File: src/sv/pwfd_pkg.sv
// Shared types and constants for the protobuf wire field decoder.
// No dependencies; imported by every module of the block.
package pwfd_pkg;

    localparam int KNOWN_FIELD_SLOTS_DEF = 64;
    localparam int LENGTH_BITS_DEF       = 32;

    localparam int TAG_MAX_BYTES    = 5;
    localparam int VARINT_MAX_BYTES = 10;

    // Result queue: four entries, two written per cycle at most.
    localparam int RQ_DEPTH = 4;
    localparam int RQ_PTR_W = 2;
    localparam int RQ_CNT_W = 3;

    localparam int FIELD_NUM_W = 29;
    localparam int TDATA_W     = 104;

    typedef enum logic [2:0] {
        PH_TAG     = 3'd0,
        PH_VARINT  = 3'd1,
        PH_FIXED   = 3'd2,
        PH_LEN     = 3'd3,
        PH_PAYLOAD = 3'd4
    } phase_t;

    typedef enum logic [2:0] {
        KIND_SCALAR  = 3'd0,
        KIND_HEADER  = 3'd1,
        KIND_PAYLOAD = 3'd2,
        KIND_DONE    = 3'd3,
        KIND_ERROR   = 3'd4
    } kind_t;

    typedef enum logic [2:0] {
        ERR_NONE      = 3'd0,
        ERR_TRUNCATED = 3'd1,
        ERR_GROUP     = 3'd2,
        ERR_BAD_TYPE  = 3'd3,
        ERR_OVERLONG  = 3'd4,
        ERR_LEN_LARGE = 3'd5
    } err_t;

    localparam logic [2:0] WT_VARINT  = 3'd0;
    localparam logic [2:0] WT_FIXED64 = 3'd1;
    localparam logic [2:0] WT_LEN     = 3'd2;
    localparam logic [2:0] WT_SGROUP  = 3'd3;
    localparam logic [2:0] WT_EGROUP  = 3'd4;
    localparam logic [2:0] WT_FIXED32 = 3'd5;

    typedef struct packed {
        kind_t                  kind;
        logic [FIELD_NUM_W-1:0] field_num;
        logic [2:0]             wire_code;
        logic [63:0]            field_value;
        err_t                   error_code;
        logic                   last_of_run;
    } result_t;

    // Results produced by one input byte, in order.
    typedef struct packed {
        logic [1:0] count;
        result_t    first;
        result_t    second;
    } push_t;

    function automatic result_t make_result(kind_t k, logic [FIELD_NUM_W-1:0] fnum,
                                            logic [2:0] wt, logic [63:0] val, err_t e);
        result_t r;
        r.kind         = k;
        r.field_num    = fnum;
        r.wire_code    = wt;
        r.field_value  = val;
        r.error_code   = e;
        r.last_of_run  = 1'b0;
        return r;
    endfunction

endpackage

File: src/sv/pwfd_decode.sv
// Byte-level decode step: tag, varint, fixed and length/payload state with
// the known-field register. Depends on pwfd_pkg.
module pwfd_decode #(
    parameter int KNOWN_FIELD_SLOTS = pwfd_pkg::KNOWN_FIELD_SLOTS_DEF,
    parameter int LENGTH_BITS       = pwfd_pkg::LENGTH_BITS_DEF
) (
    input  logic            aclk,
    input  logic            aresetn,
    input  logic            cfg_wr_en,
    input  logic [63:0]     cfg_wr_data,
    input  logic            in_fire,
    input  logic [7:0]      in_byte,
    input  logic            in_eom,
    output pwfd_pkg::push_t push
);
    import pwfd_pkg::*;

    localparam logic [63:0] LEN_LIMIT = (LENGTH_BITS >= 64) ? {64{1'b1}} :
                                        ((64'd1 << LENGTH_BITS) - 64'd1);

    logic [63:0]            known_fields_reg;
    phase_t                 phase_reg, phase_next;
    logic [63:0]            acc_reg, acc_next;
    logic [3:0]             idx_reg, idx_next;
    logic [FIELD_NUM_W-1:0] field_reg, field_next;
    logic [2:0]             wire_reg, wire_next;
    logic [LENGTH_BITS-1:0] left_reg, left_next;
    logic                   known_reg, known_next;
    logic                   discarding_reg, discarding_next;

    logic [6:0]  idx_x7;
    logic [5:0]  shamt;
    logic [63:0] shifted;
    logic [63:0] acc_or;

    always_comb begin
        idx_x7  = 7'({idx_reg, 3'b000}) - 7'(idx_reg);
        shamt   = (phase_reg == PH_FIXED) ? {idx_reg[2:0], 3'b000} : idx_x7[5:0];
        shifted = (phase_reg == PH_FIXED) ? ({56'd0, in_byte} << shamt)
                                          : ({57'd0, in_byte[6:0]} << shamt);
        acc_or  = acc_reg | shifted;
    end

    always_comb begin
        err_t                   err;
        logic [FIELD_NUM_W-1:0] ef;
        logic [2:0]             ew;
        logic                   vres_valid;
        result_t                vres;
        logic                   tail_valid;
        result_t                tail;
        logic [31:0]            tag;

        phase_next      = phase_reg;
        acc_next        = acc_reg;
        idx_next        = idx_reg;
        field_next      = field_reg;
        wire_next       = wire_reg;
        left_next       = left_reg;
        known_next      = known_reg;
        discarding_next = discarding_reg;
        err        = ERR_NONE;
        ef         = '0;
        ew         = '0;
        vres_valid = 1'b0;
        vres       = make_result(KIND_DONE, '0, '0, '0, ERR_NONE);
        tail_valid = 1'b0;
        tail       = make_result(KIND_DONE, '0, '0, '0, ERR_NONE);
        tag        = acc_or[31:0];

        if (in_fire && discarding_reg) begin
            if (in_eom) begin
                discarding_next = 1'b0;
                phase_next = PH_TAG;
                acc_next   = '0;
                idx_next   = '0;
                left_next  = '0;
            end
        end else if (in_fire) begin
            unique case (phase_reg)
                PH_VARINT, PH_LEN: begin
                    acc_next = acc_or;
                    ef = field_reg;
                    ew = wire_reg;
                    if (in_byte[7]) begin
                        idx_next = idx_reg + 4'd1;
                        if (idx_reg == 4'(VARINT_MAX_BYTES - 1)) begin
                            err = ERR_OVERLONG;
                        end
                    end else if (phase_reg == PH_VARINT) begin
                        vres_valid = known_reg;
                        vres = make_result(KIND_SCALAR, field_reg, wire_reg, acc_or, ERR_NONE);
                        phase_next = PH_TAG;
                        acc_next   = '0;
                        idx_next   = '0;
                        left_next  = '0;
                    end else if (acc_or > LEN_LIMIT) begin
                        err = ERR_LEN_LARGE;
                    end else begin
                        vres_valid = known_reg;
                        vres = make_result(KIND_HEADER, field_reg, wire_reg, acc_or, ERR_NONE);
                        phase_next = PH_TAG;
                        acc_next   = '0;
                        idx_next   = '0;
                        left_next  = '0;
                        // zero length: the field ends with its header
                        if (acc_or != 64'd0) begin
                            phase_next = PH_PAYLOAD;
                            left_next  = acc_or[LENGTH_BITS-1:0];
                        end
                    end
                end
                PH_FIXED: begin
                    acc_next = acc_or;
                    idx_next = idx_reg + 4'd1;
                    if (idx_reg == ((wire_reg == WT_FIXED64) ? 4'd7 : 4'd3)) begin
                        vres_valid = known_reg;
                        vres = make_result(KIND_SCALAR, field_reg, wire_reg, acc_or, ERR_NONE);
                        phase_next = PH_TAG;
                        acc_next   = '0;
                        idx_next   = '0;
                        left_next  = '0;
                    end
                end
                PH_PAYLOAD: begin
                    vres_valid = known_reg;
                    vres = make_result(KIND_PAYLOAD, field_reg, wire_reg, {56'd0, in_byte},
                                       ERR_NONE);
                    if (left_reg <= LENGTH_BITS'(1)) begin
                        phase_next = PH_TAG;
                        acc_next   = '0;
                        idx_next   = '0;
                        left_next  = '0;
                    end else begin
                        left_next = left_reg - LENGTH_BITS'(1);
                    end
                end
                PH_TAG: begin
                    acc_next = acc_or;
                    if (in_byte[7]) begin
                        idx_next = idx_reg + 4'd1;
                        if (idx_reg == 4'(TAG_MAX_BYTES - 1)) begin
                            err = ERR_OVERLONG;
                        end
                    end else begin
                        wire_next  = tag[2:0];
                        field_next = tag[31:3];
                        known_next = ({3'b000, tag[31:3]} < 32'(KNOWN_FIELD_SLOTS)) &&
                                     known_fields_reg[tag[8:3]];
                        ef = tag[31:3];
                        ew = tag[2:0];
                        phase_next = PH_TAG;
                        acc_next   = '0;
                        idx_next   = '0;
                        left_next  = '0;
                        unique case (tag[2:0]) inside
                            WT_VARINT:             phase_next = PH_VARINT;
                            WT_FIXED64, WT_FIXED32: phase_next = PH_FIXED;
                            WT_LEN:                phase_next = PH_LEN;
                            WT_SGROUP, WT_EGROUP:  err = ERR_GROUP;
                            default:               err = ERR_BAD_TYPE;
                        endcase
                    end
                end
                default: begin
                    phase_next = PH_TAG;
                end
            endcase

            if (err != ERR_NONE) begin
                tail_valid = 1'b1;
                tail = make_result(KIND_ERROR, ef, ew, '0, err);
                phase_next = PH_TAG;
                acc_next   = '0;
                idx_next   = '0;
                left_next  = '0;
                discarding_next = !in_eom;
            end else if (in_eom) begin
                tail_valid = 1'b1;
                if (phase_next == PH_TAG && idx_next == 4'd0) begin
                    tail = make_result(KIND_DONE, '0, '0, '0, ERR_NONE);
                end else if (phase_next == PH_TAG) begin
                    tail = make_result(KIND_ERROR, '0, '0, '0, ERR_TRUNCATED);
                end else begin
                    tail = make_result(KIND_ERROR, field_next, wire_next, '0, ERR_TRUNCATED);
                end
                phase_next = PH_TAG;
                acc_next   = '0;
                idx_next   = '0;
                left_next  = '0;
            end
        end

        // order the value result ahead of the done/error result
        push.count  = 2'(vres_valid) + 2'(tail_valid);
        push.first  = vres_valid ? vres : tail;
        push.second = tail;
        if (vres_valid && tail_valid) begin
            push.second.last_of_run = 1'b1;
        end else begin
            push.first.last_of_run = 1'b1;
        end
    end

    always_ff @(posedge aclk) begin
        if (!aresetn) begin
            known_fields_reg <= {64{1'b1}};
            phase_reg        <= PH_TAG;
            acc_reg          <= '0;
            idx_reg          <= '0;
            field_reg        <= '0;
            wire_reg         <= '0;
            left_reg         <= '0;
            known_reg        <= 1'b0;
            discarding_reg   <= 1'b0;
        end else begin
            if (cfg_wr_en) begin
                known_fields_reg <= cfg_wr_data;
            end
            phase_reg      <= phase_next;
            acc_reg        <= acc_next;
            idx_reg        <= idx_next;
            field_reg      <= field_next;
            wire_reg       <= wire_next;
            left_reg       <= left_next;
            known_reg      <= known_next;
            discarding_reg <= discarding_next;
        end
    end

    a_discard_silent: assert property (@(posedge aclk) disable iff (!aresetn)
        (in_fire && discarding_reg) |-> (push.count == 2'd0))
        else $error("result produced while discarding");

    a_error_starts_discard: assert property (@(posedge aclk) disable iff (!aresetn)
        (in_fire && !discarding_reg && !in_eom && push.count != 2'd0 &&
         push.first.kind == KIND_ERROR) |=> discarding_reg)
        else $error("error mid-message did not start discard");

    a_eom_clears_state: assert property (@(posedge aclk) disable iff (!aresetn)
        (in_fire && in_eom) |=> (phase_reg == PH_TAG && idx_reg == 4'd0 && !discarding_reg))
        else $error("end of message did not restart the decoder");

endmodule

File: src/sv/pwfd_result_fifo.sv
// Four-entry result queue: takes up to two results per cycle from the
// decode step, hands out one per cycle while out_ready is high. Depends on pwfd_pkg.
module pwfd_result_fifo (
    input  logic              aclk,
    input  logic              aresetn,
    input  pwfd_pkg::push_t   push,
    output logic              in_ready,
    output logic              out_valid,
    input  logic              out_ready,
    output pwfd_pkg::result_t out_res
);
    import pwfd_pkg::*;

    result_t               entries_reg [RQ_DEPTH];
    logic [RQ_PTR_W-1:0]   wr_ptr_reg, rd_ptr_reg;
    logic [RQ_CNT_W-1:0]   count_reg;
    logic                  pop;

    // room for a full two-result request, without looking at the pop
    assign in_ready  = (count_reg <= RQ_CNT_W'(RQ_DEPTH - 2));
    assign out_valid = (count_reg != '0);
    assign out_res   = entries_reg[rd_ptr_reg];
    assign pop       = out_valid && out_ready;

    always_ff @(posedge aclk) begin
        if (push.count != 2'd0) begin
            entries_reg[wr_ptr_reg] <= push.first;
        end
        if (push.count == 2'd2) begin
            entries_reg[wr_ptr_reg + RQ_PTR_W'(1)] <= push.second;
        end
    end

    always_ff @(posedge aclk) begin
        if (!aresetn) begin
            wr_ptr_reg <= '0;
            rd_ptr_reg <= '0;
            count_reg  <= '0;
        end else begin
            wr_ptr_reg <= wr_ptr_reg + RQ_PTR_W'(push.count);
            rd_ptr_reg <= rd_ptr_reg + RQ_PTR_W'(pop);
            count_reg  <= count_reg + RQ_CNT_W'(push.count) - RQ_CNT_W'(pop);
        end
    end

    a_no_overflow: assert property (@(posedge aclk) disable iff (!aresetn)
        (push.count != 2'd0) |-> (count_reg <= RQ_CNT_W'(RQ_DEPTH - 2)))
        else $error("result queue written without room");

    a_ptr_count_agree: assert property (@(posedge aclk) disable iff (!aresetn)
        (wr_ptr_reg - rd_ptr_reg) == count_reg[RQ_PTR_W-1:0])
        else $error("result queue pointers disagree with count");

endmodule

File: src/sv/protobuf_wire_field_decoder.sv
// Protobuf wire field decoder, top level: stream ports, decode step and result queue.
// Depends on pwfd_pkg, pwfd_decode and pwfd_result_fifo.
//
// Takes an encoded message one byte per clock on the s_ stream (tlast marks the
// last byte) and emits field results on the m_ stream: scalar values, length
// headers, one result per payload byte, a done mark per message, or one error
// after which the rest of the message is dropped. Each byte is decoded in the
// cycle it is accepted, so input runs at one byte per clock; a byte yields zero,
// one or two results, results leave at one per clock while m_tready is high, and
// s_tready drops only when the four-entry result queue holds more than two results.
// known_fields (cfg_wr_en/cfg_wr_data, reset all ones) selects which field numbers
// below KNOWN_FIELD_SLOTS are reported; others are parsed and skipped silently.
// Write it only while the block is idle.
module protobuf_wire_field_decoder #(
    parameter int KNOWN_FIELD_SLOTS = pwfd_pkg::KNOWN_FIELD_SLOTS_DEF,
    parameter int LENGTH_BITS       = pwfd_pkg::LENGTH_BITS_DEF
) (
    input  logic          aclk,
    input  logic          aresetn,
    input  logic          cfg_wr_en,
    input  logic [63:0]   cfg_wr_data,
    input  logic          s_tvalid,
    output logic          s_tready,
    input  logic [7:0]    s_tdata,   // [7:0] in_byte
    input  logic          s_tlast,   // end_of_message
    output logic          m_tvalid,
    input  logic          m_tready,
    // [28:0] field number, [31:29] wire type, [95:32] field_value,
    // [98:96] error_code, [103:99] zero
    output logic [pwfd_pkg::TDATA_W-1:0] m_tdata,
    output logic [2:0]    m_tuser,   // [2:0] kind
    output logic          m_tlast    // last_of_run
);
    import pwfd_pkg::*;

    push_t   push;
    result_t out_res;
    logic    in_fire;

    assign in_fire = s_tvalid && s_tready;

    pwfd_decode #(
        .KNOWN_FIELD_SLOTS (KNOWN_FIELD_SLOTS),
        .LENGTH_BITS       (LENGTH_BITS)
    ) u_decode (
        .aclk        (aclk),
        .aresetn     (aresetn),
        .cfg_wr_en   (cfg_wr_en),
        .cfg_wr_data (cfg_wr_data),
        .in_fire     (in_fire),
        .in_byte     (s_tdata),
        .in_eom      (s_tlast),
        .push        (push)
    );

    pwfd_result_fifo u_fifo (
        .aclk      (aclk),
        .aresetn   (aresetn),
        .push      (push),
        .in_ready  (s_tready),
        .out_valid (m_tvalid),
        .out_ready (m_tready),
        .out_res   (out_res)
    );

    assign m_tdata = {5'd0, out_res.error_code, out_res.field_value,
                      out_res.wire_code, out_res.field_num};
    assign m_tuser = out_res.kind;
    assign m_tlast = out_res.last_of_run;

endmodule
File: config.mk
export PLATFORM = sky130hd
export DESIGN_NAME = protobuf_wire_field_decoder
export DESIGN_NICKNAME = d
export VERILOG_FILES = /design/src/sv/pwfd_pkg.sv /design/src/sv/pwfd_decode.sv /design/src/sv/pwfd_result_fifo.sv /design/src/sv/protobuf_wire_field_decoder.sv
export SDC_FILE = /design/constraint.sdc
export NUM_CORES = 1
export LEC_CHECK = 0
export ABC_CLOCK_PERIOD_IN_PS = 8100
export BUFFER_PORTS_ARGS = -buffer_cell sky130_fd_sc_hd__buf_2
export CAP_MARGIN = 30
export CORE_ASPECT_RATIO = 0.7
export CORE_MARGIN = 2
export CORE_UTILIZATION = 52
export CTS_CLUSTER_DIAMETER = 50
export CTS_CLUSTER_SIZE = 14
export DETAILED_ROUTE_END_ITERATION = 7
export GPL_TIMING_DRIVEN = 1
export HOLD_SLACK_MARGIN = 0.03
export PLACE_DENSITY = 0.7
export SLEW_MARGIN = 0
export SYNTH_ARGS = -nofsm -noshare
export SYNTH_HDL_FRONTEND = slang
export SYNTH_SLANG_ARGS = --single-unit
File: constraint.sdc
create_clock -name aclk -period 8.1 [get_ports aclk]
set_clock_uncertainty 0.2 [all_clocks]
set_input_delay 1.62 -clock aclk [delete_from_list [all_inputs] [get_ports aclk]]
set_output_delay 1.62 -clock aclk [all_outputs]
set_load 0.01 [all_outputs]
### Word-level counts from Yosys, hierarchy flattened

Memory sizes are Yosys's and may differ from the RTL's. A register that Yosys moved wholly into a read port is not among the register bits.
Index checks and enable logic that the tools add are counted.

* muxes and demuxes: 114
* $mul: 0
* order comparisons: 5
* bitwise operators: 3
* div/mod/pow operators: 0
* shifts and indexed selects: 2
* reduce and logical (&&, ||, !) cells: 27
* equality and inequality tests: 21
* add/sub/neg operators: 9

Operator list (count)
* $mux W103: 10
* $mux W64: 12
* $mux W32: 12
* $pmux W103 S3: 1
* $pmux W64 S4: 1
* $mux W102: 2
* $pmux W32 S4: 1
* $mux W100: 1
* $mux W29: 3
* $mux W3: 26
* $gt A64 B32 Y1 const B: 1
* $or A64 B64 Y64: 1
* $reduce_bool A64 Y1: 1
* $shl A7 B6 Y64: 1
* $shl A8 B6 Y64: 1
* $pmux W29 S2: 1
* $mux W4: 13
* $le A32 B1 Y1 const B: 1
* $sub A32 B1 Y32 const B: 1
* $lt A29 B7 Y1 const B: 1
* $mux W1: 21
* $ne A5 B5 Y1 const B: 4
* $pmux W4 S4: 1
* $eq A3 B2 Y1 const B: 4
* other kinds (40): 60

* bits in latches: 0
* register bits after elaboration: 208
* input port bits: 78
* RAM bits: 412
* memory bits (read-only): 0
* output and inout port bits: 110
* memories kept: 1
* logic and storage cells: 194

Memory list
* u_fifo.entries_reg: words 4, width 103, rd ports 1, clocked after Yosys merged registers in 1, write ports 2, RTL line pwfd_result_fifo.sv:14 `result_t entries_reg [RQ_DEPTH];`

### Depth between registers and ports, before layout

* depth in word-level cells: 22
* mapped depth: 26
* mapped depth without buffers: 21

### Modules after synthesis

Synthesis repeated with hierarchy kept, for this count alone.

* cell total of the unflattened synthesis: 2682
* area total of the unflattened synthesis: 33357.0 µm²

Modules (own cells, without submodules)
* pwfd_result_fifo: times used 1, cells each 1042, sequential area each 12512.0 µm², area an instance 20567.2 µm²
* pwfd_decode: times used 1, cells each 1633, sequential area each 4023.9 µm², area an instance 12742.2 µm²
* protobuf_wire_field_decoder: times used 1, cells each 7, sequential area each 0.0 µm², area an instance 47.5 µm²

### Least setup slack after synthesis

Ideal clock, no wire load.

* path type: input -> register
* from: input port s_tdata[0]
* to: memory u_fifo.entries_reg[0][0] in the netlist's numbering, enable pin
* library setup time: 0.393 ns
* cell stages on the path: 18
* arrival: 6.276 ns
* data required time: 7.507 ns
* setup slack: 1.231 ns
* path buffers: 4
* path through: clkbuf_1 -> mux4_2 -> or2_1 -> a31o_1 -> and2_1 -> clkbuf_1 -> a21oi_2 -> nand2_1 -> nor4_4 -> a21oi_1 -> o21ai_1 -> inv_1 -> ha_1 -> or3_1 -> and2_1 -> clkbuf_1 -> clkbuf_1 -> inv_1

RTL lines
* start, declared: RTL line protobuf_wire_field_decoder.sv:24 `input logic [7:0] s_tdata,`
* end, declared: RTL line pwfd_result_fifo.sv:14

==> impl_results.md <==
* DRT Wirelength at roughly 90,000 um
* Critical path cell sequence: buf_4 -> ha_1 -> nor4_1 -> o21ai_2 -> nand2_1 -> mux2i_1 -> a21oi_1 -> and3_1 -> and4_1 -> a311oi_4 -> nor2_1 -> nor2_1 -> buf_4 -> inv_1 -> ha_1 -> nor2_1 -> and2_1 -> nand2_1 -> o21ai_0 -> nor2_1 -> o31ai_4 -> buf_4 -> a22o_1
* Max reg flops at 412
* GRT overflow at 0
* Clk Latency, worst-skew pair at approximately 0.65 ns
* Initial antenna violation count at 6
* Filler cells at 4,521
* CP Buf/Inv Count at 4
* Fin util at 58.7%
* Post-CTS Resized at 0
* Maximum clock frequency at 0.133 GHz
* Final HPWL from detailed placement at between 50,000 and 60,000 um
* Clock Root Buffer: clkbuf_16
* Asr flop ratio synth at 0%
* Post-CTS setup buffers at 0
* Routed Antenna Nets at 0
* Setup CP Type: flip-flop to flip-flop
* Area grow syn2layout at 11.7%
* DR iter-0 viols at 2,854
* Hold Vio Cnt, Final at 0
* CTS Buf Count at 54
* Final Max Tran Viols at 0
* Mapped Cells at 2,729
* Mapped Avg Cell Area at roughly 10 um2
* H-tree level count at 2
* Sequential-to-total area share from yosys stat at 49.6%
* Post-synthesis cell type count at 102
* Clock Path Buffers at 3
* Core area at 53,600 um2
* Drt wl/cell at 24.8 um
* Slowest cell on crit path: mux2i_1
* Power Dens Cells at 245 nW/um2
* DR vias/cell at 6.47
* Mapped Area at around 28,000 um2
* Cell Area, Placed at around 30,000 um2
* EDFF count, synth at between 150 and 200
* Hold buffer count at cts at 0
* Ports at 188
* Min-delay worst type: flip-flop to flip-flop
* Top cell type's share of synthesized area at between 30% and 40%
* Worst EP arrival at 7.78 ns
* Tmin final at 7.50 ns
* Req. time, crit path at 8.38 ns
* Std-Cell Rows at between 70 and 80
* Worst-path clk slew at 0.07 ns
* Remaining DRCs at 0
* VDD IR max at 226 uV
* Crit-path max cell delay at 0.68 ns
* Dpl cells at approximately 3,500
* Ys flop type: dfxtp_1
* Final nets at 2,948
* Cell taking the most area after synthesis: dfxtp_1
* Endpoints failing setup at 0
* Die Width at 282 um
* Number of global-route vias before repair at 22,035
* Setup tns final at 0 ns
* Startpoint class of the critical path: flip-flop
* Synth Warn # at 0
* Non-filler cells, final at roughly 3,600
* Layout cells sized above 1 at approximately 18%
* CP most frequent cell: nor2_1
* Crit Path Max Fanout at 34
* 1st-pass router iterations at 7
* Leakage at 11.8 nW
* CTS tree: yes
* Design area at 31,400 um2
* Period utilisation layout at 92.6%
* Global-route wire length before repair at 135,000 um
* Port Buf Inserts at roughly 180
* Max-cap violation count at 0
* Die Span Y at 199 um
* Slew margin rel. at roughly 28%
* Number of synthesized register bits at 620
* Outcome: completed
* Detailed-route via count at roughly 23,000
* Worst-Margin Slew at 1.08 ns
* Tot GR Track Use at about a third
* Placer Congestion at 0.967
* Synth area leaders: dfxtp_1 33%, edfxtp_1 17%, mux4_2 8.6%, a22o_1 5.6%, nand2_1 5.6%
* Clock sink total at 620
* Worst hold slack at roughly 0.25 ns
* RSZ-0062 raised after global routing: no
* Starting Density at 52.6%
* Largest net degree at the start of global routing at 82
* Worst path top cell family by delay: simple AND/OR/NAND/NOR gates
* Die area at 56,000 um2
* Crit end category: flip-flop
## layout make-up
cell class	count	area, um2	share of cell area (%)
sequential	620	14000	44.5
inverter	38	143	0.454
antenna	1	2.50	0.00796
timing repair buffer	275	1680	5.34
tap	730	913	2.91
multi-input combinational	1867	13200	41.8
clock buffer	72	1430	4.54
clock inverter	11	136	0.434
## stage by stage
stage | power, mW | setup WS (ns)
floorplan | 4.64 | 1.23
global placement | 5.27 | 0.889
detailed placement | 5.29 | 0.890
CTS | 7.68 | 0.836
global route | 7.96 | 0.120
finish | 7.69 | 0.603
## path summary, 6_finish.rpt
check                            start                         to  slack [ns]  depth (start not counted)
hold reg to reg   u_decode.acc_reg[12]       u_decode.acc_reg[12]        0.25                          2
setup / recovery   u_decode.idx_reg[0]  u_fifo.entries_reg[2][76]        0.60                         23
setup reg to reg   u_decode.idx_reg[0]  u_fifo.entries_reg[2][76]        0.60                         23
hold / removal    u_decode.acc_reg[12]       u_decode.acc_reg[12]        0.25                          2
## placed cells by master (no fill, tap or decap), types with 13 or more instances in the layout
cell	synthesis	layout
a211oi_1	50	50
a21oi_1	82	81
a22o_1	181	181
a22oi_1	13	13
a31oi_1	18	17
a32o_1	27	27
and2_1	21	19
buf_2	34	181
buf_4	10	89
clkbuf_1	125	17
clkbuf_16	0	54
dfxtp_1	464	462
edfxtp_1	156	156
ha_1	13	13
inv_1	36	36
mux2i_1	90	90
mux4_2	108	108
nand2_1	419	419
nand2b_1	13	13
nand3_1	18	18
nor2_1	176	172
nor2b_1	14	14
nor3_1	30	29
nor4_1	20	20
o21ai_0	261	261
o21ai_1	43	43
o22ai_1	41	41
xnor2_1	22	22
## power by group
group	switching, mW	internal, mW
clock network	1.19	1.25
registers	0.134	3.29
logic	1.18	0.656
total	2.50	5.19
## logic make-up after synthesis
group / synth area share [%]
buffers and inverters: 3.91
AOI/OAI and AO/OA: 20.4
DFF: 49.6
and+or+nand+nor: 12.5
muxes: 12.0
other: 0.0133
xor gates and xnor gates: 0.871
adders and majority gates: 0.649
## worst min-delay path: stages, from the launching register on
cell and delay (ns):
dfxtp_1 0.31, nand2_1 0.05, o21ai_1 0.05
## per-layer routing
metal  global-route usage, %  up-vias  routed length [um]
met3                    8.30      183               10500
met4                    9.77        8                2710
met1                    45.7    11538               37900
met2                    46.4     1249               38500
met5                       0        -                  48
li1                        -    10403                   -
## cell usage after synthesis, drive strengths merged (12+ instances only)
library cell  instances
a21oi                84
and2                 22
a311oi               12
nand2               420
nor4                 22
mux2i                91
a32o                 27
a211oi               51
nor2b                14
a22oi                13
o22ai                41
dfxtp               464
xnor2                22
mux4                108
inv                  37
ha                   13
edfxtp              156
a31oi                20
buf                  83
a22o                181
o21ai               305
nor3                 31
clkbuf              125
nand3                20
nor2                182
nand2b               13
Note: power is estimated with default switching activity, not from simulation.
